### src/rtl/core/trained_repetition_counter_top_defines.svh
// ----------------------------------------------------------------------------
// Trained repetition counter assertion macros
// Concurrent assertion helpers that use clk and arst_n of the including scope.
// ----------------------------------------------------------------------------
`ifndef TRAINED_REPETITION_COUNTER_TOP_DEFINES_SVH
`define TRAINED_REPETITION_COUNTER_TOP_DEFINES_SVH

`ifndef NO_ASSERTIONS
`define TRC_ASSERT_SAME(lbl, ante, cons, msg) \
	lbl: assert property (@(posedge clk) disable iff (!arst_n) (ante) |-> (cons)) \
		else $error(msg);
`define TRC_ASSERT_NEXT(lbl, ante, cons, msg) \
	lbl: assert property (@(posedge clk) disable iff (!arst_n) (ante) |=> (cons)) \
		else $error(msg);
`else
`define TRC_ASSERT_SAME(lbl, ante, cons, msg)
`define TRC_ASSERT_NEXT(lbl, ante, cons, msg)
`endif

`endif

### src/rtl/core/trc_pkg.sv
// ----------------------------------------------------------------------------
// Trained repetition counter package
// Widths, reset values, register indexes and payload types.
// ----------------------------------------------------------------------------
package trc_pkg;

	localparam int SAMPLE_W = 16;
	localparam int REP_W    = 16;
	localparam int CFG_W    = 16;
	localparam int TCNT_W   = 8;
	localparam int SCALE_W  = 8;
	localparam int AXIS_W   = 2;

	localparam logic [TCNT_W-1:0]         RST_TRAIN_TARGET   = TCNT_W'(10);
	localparam logic signed [CFG_W-1:0]   RST_BASE_UP        = CFG_W'(16384);
	localparam logic signed [CFG_W-1:0]   RST_BASE_DOWN      = -CFG_W'(16384);
	localparam logic [SCALE_W-1:0]        RST_SCALE          = SCALE_W'(179);

	typedef enum logic [1:0] {
		CFG_TRAIN_TARGET   = 2'd0,
		CFG_BASE_UP        = 2'd1,
		CFG_BASE_DOWN      = 2'd2,
		CFG_SCALE          = 2'd3
	} cfg_idx_t;

	typedef enum logic [AXIS_W-1:0] {
		AXIS_X = 2'd0,
		AXIS_Y = 2'd1,
		AXIS_Z = 2'd2
	} axis_t;

	typedef struct packed {
		logic [TCNT_W-1:0]       train_target;
		logic signed [CFG_W-1:0] base_up_threshold;
		logic signed [CFG_W-1:0] base_down_threshold;
		logic [SCALE_W-1:0]      threshold_scale;
	} cfg_t;

	typedef struct packed {
		logic                       cmd;
		logic signed [SAMPLE_W-1:0] accel_x;
		logic signed [SAMPLE_W-1:0] accel_y;
		logic signed [SAMPLE_W-1:0] accel_z;
	} in_req_t;

	typedef struct packed {
		logic                       counting_phase;
		logic [TCNT_W-1:0]          training_reps;
		logic [REP_W-1:0]           rep_count;
		logic                       moving_up;
		logic                       rep_detected;
		logic                       training_rep_detected;
		logic [AXIS_W-1:0]          selected_axis;
		logic signed [SAMPLE_W-1:0] trained_up_level;
		logic signed [SAMPLE_W-1:0] trained_down_level;
	} out_req_t;

	typedef struct packed {
		axis_t                      axis;
		logic signed [SAMPLE_W-1:0] sample;
	} axis_sel_t;

endpackage

### src/rtl/core/trained_repetition_counter_top.sv
// ----------------------------------------------------------------------------
// Trained repetition counter top level
// Engine state updates in a single pass between input and output registers.
// Throughput: one request per cycle while out_stall does not hold the output.
// The input register and the output register each hold one request.
// Reset clears all engine state, both valid flags and restores the configuration.
// ----------------------------------------------------------------------------
`include "trained_repetition_counter_top_defines.svh"

module trained_repetition_counter_top (
	input  logic                        clk,
	input  logic                        arst_n,
	input  logic                        in_valid,
	output logic                        in_stall,
	input  trc_pkg::in_req_t            in_req,
	output logic                        out_valid,
	input  logic                        out_stall,
	output trc_pkg::out_req_t           out_req,
	input  logic                        cfg_we,
	input  trc_pkg::cfg_idx_t           cfg_idx,
	input  logic [trc_pkg::CFG_W-1:0]   cfg_data
);

	trc_pkg::cfg_t     cfg_q;
	logic              in_valid_s1;
	trc_pkg::in_req_t  in_req_s1;
	logic              out_valid_s2;
	trc_pkg::out_req_t out_req_s2;
	trc_pkg::out_req_t res;
	logic              adv;

	assign adv       = in_valid_s1 && (!out_valid_s2 || !out_stall);
	assign in_stall  = in_valid_s1 && !adv;
	assign out_valid = out_valid_s2;
	assign out_req   = out_req_s2;

	always_ff @(posedge clk or negedge arst_n) begin
		if (!arst_n) begin
			cfg_q.train_target        <= trc_pkg::RST_TRAIN_TARGET;
			cfg_q.base_up_threshold   <= trc_pkg::RST_BASE_UP;
			cfg_q.base_down_threshold <= trc_pkg::RST_BASE_DOWN;
			cfg_q.threshold_scale     <= trc_pkg::RST_SCALE;
		end else if (cfg_we) begin
			case (cfg_idx)
				trc_pkg::CFG_TRAIN_TARGET: begin
					cfg_q.train_target <= cfg_data[trc_pkg::TCNT_W-1:0];
				end
				trc_pkg::CFG_BASE_UP:        cfg_q.base_up_threshold <= cfg_data;
				trc_pkg::CFG_BASE_DOWN:      cfg_q.base_down_threshold <= cfg_data;
				trc_pkg::CFG_SCALE: begin
					cfg_q.threshold_scale <= cfg_data[trc_pkg::SCALE_W-1:0];
				end
				default: begin
				end
			endcase
		end
	end

	always_ff @(posedge clk or negedge arst_n) begin
		if (!arst_n) begin
			in_valid_s1 <= 1'b0;
		end else if (!in_stall) begin
			in_valid_s1 <= in_valid;
		end
	end

	always_ff @(posedge clk) begin
		if (in_valid && !in_stall) begin
			in_req_s1 <= in_req;
		end
	end

	always_ff @(posedge clk or negedge arst_n) begin
		if (!arst_n) begin
			out_valid_s2 <= 1'b0;
		end else if (adv) begin
			out_valid_s2 <= 1'b1;
		end else if (!out_stall) begin
			out_valid_s2 <= 1'b0;
		end
	end

	always_ff @(posedge clk) begin
		if (adv) begin
			out_req_s2 <= res;
		end
	end

	trc_engine u_engine (
		.clk    (clk),
		.arst_n (arst_n),
		.adv    (adv),
		.req    (in_req_s1),
		.cfg    (cfg_q),
		.res    (res)
	);

	`TRC_ASSERT_SAME(a_one_detect, out_valid_s2, !(out_req_s2.rep_detected && out_req_s2.training_rep_detected), "both detect flags set")
	`TRC_ASSERT_SAME(a_rep_counting, out_valid_s2 && out_req_s2.rep_detected, out_req_s2.counting_phase && !out_req_s2.moving_up, "counted repetition outside counting")
	`TRC_ASSERT_SAME(a_train_rep, out_valid_s2 && out_req_s2.training_rep_detected, !out_req_s2.moving_up && (out_req_s2.training_reps != '0), "training repetition with bad state")
	`TRC_ASSERT_NEXT(a_restart, adv && in_req_s1.cmd, out_valid_s2 && (out_req_s2.training_reps == '0) && !out_req_s2.rep_detected, "restart left training progress")

endmodule

### src/rtl/core/trc_axis_sel.sv
// ----------------------------------------------------------------------------
// Trained repetition counter axis selection
// Picks the dominant axis until the first training rep and routes its sample.
// ----------------------------------------------------------------------------
module trc_axis_sel (
	input  trc_pkg::in_req_t   req,
	input  logic               locked,
	input  trc_pkg::axis_t     cur_axis,
	output trc_pkg::axis_sel_t sel
);

	logic [trc_pkg::SAMPLE_W:0] mag_x;
	logic [trc_pkg::SAMPLE_W:0] mag_y;
	logic [trc_pkg::SAMPLE_W:0] mag_z;
	trc_pkg::axis_t             pick;

	function automatic logic [trc_pkg::SAMPLE_W:0] magnitude(
		input logic signed [trc_pkg::SAMPLE_W-1:0] v
	);
		logic [trc_pkg::SAMPLE_W:0] ext;
		ext = {v[trc_pkg::SAMPLE_W-1], v};
		return v[trc_pkg::SAMPLE_W-1] ? (~ext + 1'b1) : ext;
	endfunction

	always_comb begin
		mag_x = magnitude(req.accel_x);
		mag_y = magnitude(req.accel_y);
		mag_z = magnitude(req.accel_z);
		if (mag_x > mag_y && mag_x > mag_z) begin
			pick = trc_pkg::AXIS_X;
		end else if (mag_y > mag_x && mag_y > mag_z) begin
			pick = trc_pkg::AXIS_Y;
		end else begin
			pick = trc_pkg::AXIS_Z;
		end
		sel.axis = locked ? cur_axis : pick;
		case (sel.axis)
			trc_pkg::AXIS_X: sel.sample = req.accel_x;
			trc_pkg::AXIS_Y: sel.sample = req.accel_y;
			default:         sel.sample = req.accel_z;
		endcase
	end

endmodule

### src/rtl/core/trc_engine.sv
// ----------------------------------------------------------------------------
// Trained repetition counter engine
// Holds the training and counting state and updates it once per request.
// ----------------------------------------------------------------------------
module trc_engine (
	input  logic              clk,
	input  logic              arst_n,
	input  logic              adv,
	input  trc_pkg::in_req_t  req,
	input  trc_pkg::cfg_t     cfg,
	output trc_pkg::out_req_t res
);

	localparam int SW = trc_pkg::SAMPLE_W;

	trc_pkg::axis_t                axis_q, axis_n;
	logic                          up_q, up_n;
	logic [trc_pkg::TCNT_W-1:0]    done_q, done_n;
	logic [trc_pkg::REP_W-1:0]     reps_q, reps_n;
	logic signed [SW-1:0]          peak_hi_q, peak_hi_n;
	logic signed [SW-1:0]          peak_lo_q, peak_lo_n;
	logic signed [SW-1:0]          lvl_up_q, lvl_up_n;
	logic signed [SW-1:0]          lvl_dn_q, lvl_dn_n;
	logic                          rep_hit;
	logic                          train_hit;
	trc_pkg::axis_sel_t            sel;
	logic signed [SW-1:0]          v;

	function automatic logic signed [SW-1:0] scale_level(
		input logic signed [SW-1:0]        peak,
		input logic [trc_pkg::SCALE_W-1:0] scale
	);
		logic [SW:0]                   ext;
		logic [SW:0]                   mag;
		logic [SW+trc_pkg::SCALE_W:0]  prod;
		logic [SW:0]                   q;
		logic [SW:0]                   sq;
		ext  = {peak[SW-1], peak};
		mag  = peak[SW-1] ? (~ext + 1'b1) : ext;
		prod = (SW+trc_pkg::SCALE_W+1)'(mag) * (SW+trc_pkg::SCALE_W+1)'(scale);
		q    = prod[SW+trc_pkg::SCALE_W:trc_pkg::SCALE_W];
		sq   = peak[SW-1] ? (~q + 1'b1) : q;
		return sq[SW-1:0];
	endfunction

	trc_axis_sel u_axis_sel (
		.req      (req),
		.locked   (done_q != '0),
		.cur_axis (axis_q),
		.sel      (sel)
	);

	assign v = sel.sample;

	always_comb begin
		axis_n    = axis_q;
		up_n      = up_q;
		done_n    = done_q;
		reps_n    = reps_q;
		peak_hi_n = peak_hi_q;
		peak_lo_n = peak_lo_q;
		lvl_up_n  = lvl_up_q;
		lvl_dn_n  = lvl_dn_q;
		rep_hit   = 1'b0;
		train_hit = 1'b0;
		if (req.cmd) begin
			if (done_q != '0) begin
				axis_n    = trc_pkg::AXIS_X;
				up_n      = 1'b0;
				done_n    = '0;
				reps_n    = '0;
				peak_hi_n = '0;
				peak_lo_n = '0;
				lvl_up_n  = '0;
				lvl_dn_n  = '0;
			end
		end else begin
			axis_n = sel.axis;
			if (done_q < cfg.train_target) begin
				if (v > peak_hi_q) begin
					peak_hi_n = v;
				end
				if (v < peak_lo_q) begin
					peak_lo_n = v;
				end
				if (v > cfg.base_up_threshold && !up_q) begin
					up_n = 1'b1;
				end else if (v < cfg.base_down_threshold && up_q) begin
					up_n      = 1'b0;
					done_n    = done_q + 1'b1;
					train_hit = 1'b1;
				end
				if (done_n == cfg.train_target) begin
					lvl_up_n = scale_level(peak_hi_n, cfg.threshold_scale);
					lvl_dn_n = scale_level(peak_lo_n, cfg.threshold_scale);
				end
			end else begin
				if (v > lvl_up_q && !up_q) begin
					up_n = 1'b1;
				end else if (v < lvl_dn_q && up_q) begin
					up_n    = 1'b0;
					rep_hit = 1'b1;
					if (reps_q != '1) begin
						reps_n = reps_q + 1'b1;
					end
				end
			end
		end
	end

	always_comb begin
		res.counting_phase        = (done_n >= cfg.train_target);
		res.training_reps         = done_n;
		res.rep_count             = reps_n;
		res.moving_up             = up_n;
		res.rep_detected          = rep_hit;
		res.training_rep_detected = train_hit;
		res.selected_axis         = axis_n;
		res.trained_up_level      = lvl_up_n;
		res.trained_down_level    = lvl_dn_n;
	end

	always_ff @(posedge clk or negedge arst_n) begin
		if (!arst_n) begin
			axis_q    <= trc_pkg::AXIS_X;
			up_q      <= 1'b0;
			done_q    <= '0;
			reps_q    <= '0;
			peak_hi_q <= '0;
			peak_lo_q <= '0;
			lvl_up_q  <= '0;
			lvl_dn_q  <= '0;
		end else if (adv) begin
			axis_q    <= axis_n;
			up_q      <= up_n;
			done_q    <= done_n;
			reps_q    <= reps_n;
			peak_hi_q <= peak_hi_n;
			peak_lo_q <= peak_lo_n;
			lvl_up_q  <= lvl_up_n;
			lvl_dn_q  <= lvl_dn_n;
		end
	end

endmodule

### config.mk
export PLATFORM = sky130hd
export DESIGN_NAME = trained_repetition_counter_top
export DESIGN_NICKNAME = d
export VERILOG_FILES = /design/src/rtl/core/trc_pkg.sv /design/src/rtl/core/trained_repetition_counter_top.sv /design/src/rtl/core/trc_axis_sel.sv /design/src/rtl/core/trc_engine.sv
export VERILOG_INCLUDE_DIRS = /design/src /design/src/rtl/core
export SDC_FILE = /design/constraint.sdc
export NUM_CORES = 1
export LEC_CHECK = 0
export ABC_AREA = 1
export BUFFER_PORTS_ARGS = -buffer_cell sky130_fd_sc_hd__buf_2
export CORE_ASPECT_RATIO = 0.6
export CORE_MARGIN = 10
export CORE_UTILIZATION = 55
export CTS_BUF_LIST = sky130_fd_sc_hd__clkbuf_16
export DETAILED_ROUTE_END_ITERATION = 12
export GPL_ROUTABILITY_DRIVEN = 0
export PLACE_DENSITY = 0.76
export SLEW_MARGIN = 20
export SYNTH_ARGS = -nofsm -noshare
export SYNTH_HDL_FRONTEND = slang
export SYNTH_SLANG_ARGS = --single-unit
### constraint.sdc
create_clock -name clk -period 30 [get_ports clk]
set_clock_uncertainty 0.05 [all_clocks]
set_input_delay 9 -clock clk [delete_from_list [all_inputs] [get_ports clk]]
set_output_delay 9 -clock clk [all_outputs]
set_load 0.02 [all_outputs]
# Yosys cells after proc, flatten, opt, wreduce, memory -nomap -nowiden

Cells that the tools add are included.
Widths: inputs -> output; s select.

Register bits after elaboration: 252
Output and inout bits: 64

$add $sub $neg: 9
Multipliers: 2
Magnitude comparators: 12
Equal/unequal tests: 8
Multiplexer cells: 56
Bitwise logic cells: 8
Reductions and logical operators: 26

Operator list:

| operator              | count |
|---|---|
| $mux 16               | 27 |
| $add 17x1->17 const B | 5 |
| $mux 17               | 5 |
| $not 17->17           | 5 |
| $gt 17x17->1          | 4 |
| $mux 8                | 7 |
| $add 16x1->16 const B | 3 |
| $gt 16x16->1          | 3 |
| $lt 16x16->1          | 3 |
| $mul 17x8->24         | 2 |
| $not 16->16           | 2 |
| $pmux 16 s2           | 1 |
| $ne 16x16->1 const B  | 1 |
| $mux 1                | 11 |
| $mux 2                | 5 |
| $logic_and 1x1->1     | 9 |
| $add 8x1->8 const B   | 1 |
| $eq 8x8->1            | 1 |
| $ge 8x8->1            | 1 |
| $lt 8x8->1            | 1 |
| $reduce_and 2->1      | 4 |
| $reduce_bool 8->1     | 1 |
| $reduce_or 3->1       | 2 |
| $logic_not 1->1       | 5 |
| 8 further kinds       | 12 |

# Depth between registers and ports, before layout

Depth in word-level cells: 24
Gate-level depth with buffers: 79
Mapped depth without buffers: 79

# By module

Synthesis repeated with hierarchy kept, for this count alone.

Cells, all modules: 3,453
Area total of the unflattened synthesis: 26,482.9 µm²

Modules (own cells, without submodules):

| module                         | times used | cells an instance | area an instance (µm²) | sequential area each (µm²) |
|---|---|---|---|---|
| trc_engine                     | 1          | 2,619             | 18,086.1               | 2,277.2 |
| trained_repetition_counter_top | 1          | 339               | 5,526.6                | 4,596.9 |
| trc_axis_sel                   | 1          | 495               | 2,870.3                | 0.0 |

# Least setup slack after synthesis

OpenSTA, ideal clock, no wires.

Path type: input -> output
From: input out_stall
To: output in_stall
Data arrival time: 9.390 ns
Slack: 11.560 ns
Stages: 2
Path buffers: 0
Cells stage by stage: nand2_1 > nor2_1

Cells in the longest elaborated chain, start to end: 5

Ends and longest elaborated chain:

| what              | RTL line                             | RTL |
|---|---|---|
| start, declared   | trained_repetition_counter_top.sv:17 | `input logic out_stall,` |
| $logic_not 1->1   | n/a                                  |  |
| $logic_or 1x1->1  | trained_repetition_counter_top.sv:32 | `assign adv = in_valid_s1 && (!out_valid_s2 \|\| !out_stall);` |
| $logic_and 1x1->1 | trained_repetition_counter_top.sv:32 |  |
| $logic_not 1->1   | trained_repetition_counter_top.sv:33 | `assign in_stall = in_valid_s1 && !adv;` |
| $logic_and 1x1->1 | trained_repetition_counter_top.sv:33 |  |
| end, declared     | trained_repetition_counter_top.sv:14 | `output logic in_stall,` |

Every way passes these cells.

# Final worst setup path

Ends and elaborated chain as after synthesis.

==> results.json <==
{
  "relSlewSlack_pct": 26.13,
  "grt_overflow": 0,
  "port_buffers": 135,
  "n_fill_cell": 4101,
  "synth_top_family_by_area": "adder cells",
  "period_share_pct": 61.61,
  "clkSinkCount": 252,
  "start_util_pct": 55.49,
  "finalSetupViolCount": 0,
  "cts_buffers": 27,
  "yosys-top-cells-count": "nand2_1 (637), inv_1 (602), nor2_1 (343)",
  "cts_setup_buffers": 0,
  "slowest_stage": "buf_2",
  "rsz0062_at_grt": "false",
  "wire_per_inst_um": 17.89,
  "hold_violations": 0,
  "maxCapViolCount": 0,
  "syn_area_um2": 25580,
  "synth_mux_area_share_pct": 0,
  "status": "finished clean",
  "drv_slew": 0,
  "synth_edf_count": 111,
  "antenna_left": 0,
  "cts-hold-fix-buffers": 0,
  "tightest_slew_ns": 1.104,
  "wl_mm": 72.93,
  "hp-start": "u_engine.lvl_dn_q[7]",
  "endpoint_kind": "output pin",
  "cts_buffer_depth": 3,
  "grt_pass1_wl_mm": 118.7,
  "grt_pass1_vias": 22050,
  "drc_errors": 0,
  "io_pins": 136,
  "dieArea_um2": 55820,
  "synth_seq_cells": 252,
  "yosysWarnings": 0,
  "synth_simple_gate_area_share_pct": 21.31,
  "syn_to_final_growth_pct": 9.338,
  "insertion_delay_ns": 0.56,
  "r2r-end": "out_req[30]",
  "rows": 61,
  "setup_tns_ns": 0,
  "synth_top_area_share_pct": 13.77,
  "finalInstanceArea_um2": 27970,
  "drtIter0Drc": 2617,
  "dp_hpwl_mm": 56.78,
  "holdCritPathClass": "reg -> reg",
  "grt_max_degree": 79,
  "final_nets": 3918,
  "startpoint_type": "primary input",
  "yosysMostFrequentCell": "nand2_1",
  "ys.flop_type": "dfrtp_1",
  "crit_path_frequent_cell": "buf_2",
  "viasPerCell": 5.574,
  "critical_path_class": "in -> out",
  "cp.depth": 4,
  "ys_top_cells_by_area": "fa_1 (14%), edfxtp_1 (13%), dfrtp_1 (13%)",
  "hold_path_end": "u_engine.lvl_dn_q[7]",
  "cts_tree": "yes",
  "critical_path_arrival_ns": 9.43,
  "slowest_delay_ns": 0.18,
  "synth_xor_area_share_pct": 3.561,
  "die_h_um": 187.0,
  "fmax_mhz": 54.11,
  "vias": 22719,
  "synth_fa_ha_area_share_pct": 25.71,
  "clk_pin_slew_worst_paths_ns": 0.06,
  "dr.pass1.iters": 6,
  "critPathMaxFanout": 3,
  "track_usage_pct": 26.02,
  "synth_area_leader_cell": "fa_1",
  "drive_above_1_share_pct": 9.228,
  "core_area_um2": 46100,
  "hold_depth": 2,
  "reg2regPathDepth": 67,
  "cts_max_level": 1,
  "syn_avg_cell_area_um2": 7.777,
  "post_cts_resized": 0,
  "antenna_found_initial": 1,
  "reg2reg_slack_ns": 15.34,
  "synth_seq_area_share_pct": 26.87,
  "worstPathRequired_ns": 20.95,
  "rr_startpoint": "in_req_s1[32]",
  "yosys.cell_types.count": 69,
  "syn_inst": 3289,
  "chipWidth_um": 298.4,
  "place_area_um2": 27060,
  "cp.buffers_inverters": 2,
  "n_antenna_cell": 0,
  "cp_cell_sequence": "buf_2, nand2_1, nor2_1, buf_2",
  "clockRootBuffer": "clkbuf_16",
  "synth_compound_area_share_pct": 11.91,
  "synthArstFlopShare_pct": 55.95,
  "crit_family": "buffers and inverters",
  "min_period_ns": 18.48
}
## flip-flops by register name (all words and copies together), names as in the netlist, 2 cells and up
signal / flops
u_engine.axis_q: 2
u_engine.done_q: 8
in_req_s1: 49
out_req: 62
u_engine.reps_q: 16
u_engine.lvl_up_q: 16
cfg_q: 48
u_engine.lvl_dn_q: 16
u_engine.peak_hi_q: 16
u_engine.peak_lo_q: 16
## per-layer routing
metal	global-route usage (%)	vias up	share of wire, %	wire length (µm)
li1	-	10836	-	-
met1	38.65	10655	46	33530
met2	36.79	1118	40	29100
met3	7.466	110	12	8713
met4	5.513	0	2.2	1581
met5	0	-	0	0
## kinds of logic (layout without fill, tap and decap cells)
| kind of cell | Yosys count | after routing |
|---|---|---|
| compound gates | 520 | 520 |
| xor+xnor | 104 | 104 |
| fa+ha+maj | 420 | 420 |
| buf+inv | 709 | 848 |
| flops | 252 | 252 |
| other cells | 2 | 20 |
| simple gates | 1282 | 1282 |
## per-stage QoR
stage	hold WS, ns	util, %	cells	worst slack (ns)
final	0.4300	60.67	4076	11.52
after global routing	0.4442	60.67	4076	11.45
after CTS	0.4340	60.67	4076	11.51
after detailed placement	0.4161	58.69	4027	11.52
after global placement	0.4110	58.69	4027	11.50
after floorplan	0.3840	-	3307	11.56
## placed cells by master, fill, tap and decap left out, drive strengths merged, types with 20 or more instances in the layout
cell type / instances
nand2: 649
inv: 628
nor2: 355
ha: 244
o21ai: 243
fa: 176
buf: 172
nand3: 154
a21oi: 141
dfrtp: 131
edfxtp: 111
xor2: 82
o22ai: 50
nand4: 42
nor3: 35
clkbuf: 28
xnor2: 22
conb: 20
## worst reg2reg max path: cells and delay by family, from the launching register on
family          cells  cell delay [ns]
xor+xnor            3             1.17
compound gates      8             1.94
simple gates       36             5.43
buf+inv            12             1.71
fa+ha+maj           8             3.59
flops               1             0.51
## area by class of cell
cell class / count / area, µm² / area share, %
multi-input cells: 2346 / 16080 / 57.49
flip-flops and latches: 252 / 6874 / 24.58
inverters: 627 / 2356 / 8.424
repair buffers: 172 / 959.7 / 3.431
well taps: 630 / 788.3 / 2.818
clock buffers: 28 / 700.7 / 2.505
clock inverters: 21 / 210.2 / 0.7516
## worst max path at each step
stage	start	to	slack (ns)
floorplan	out_stall	in_stall	11.56
global placement	out_stall	in_stall	11.50
detailed placement	out_stall	in_stall	11.52
CTS	out_stall	in_stall	11.51
global route	out_stall	in_stall	11.45
finish	out_stall	in_stall	11.52
Power is not shown: default switching activity piles up to over one toggle a cycle in this logic, so the estimate is an artifact.
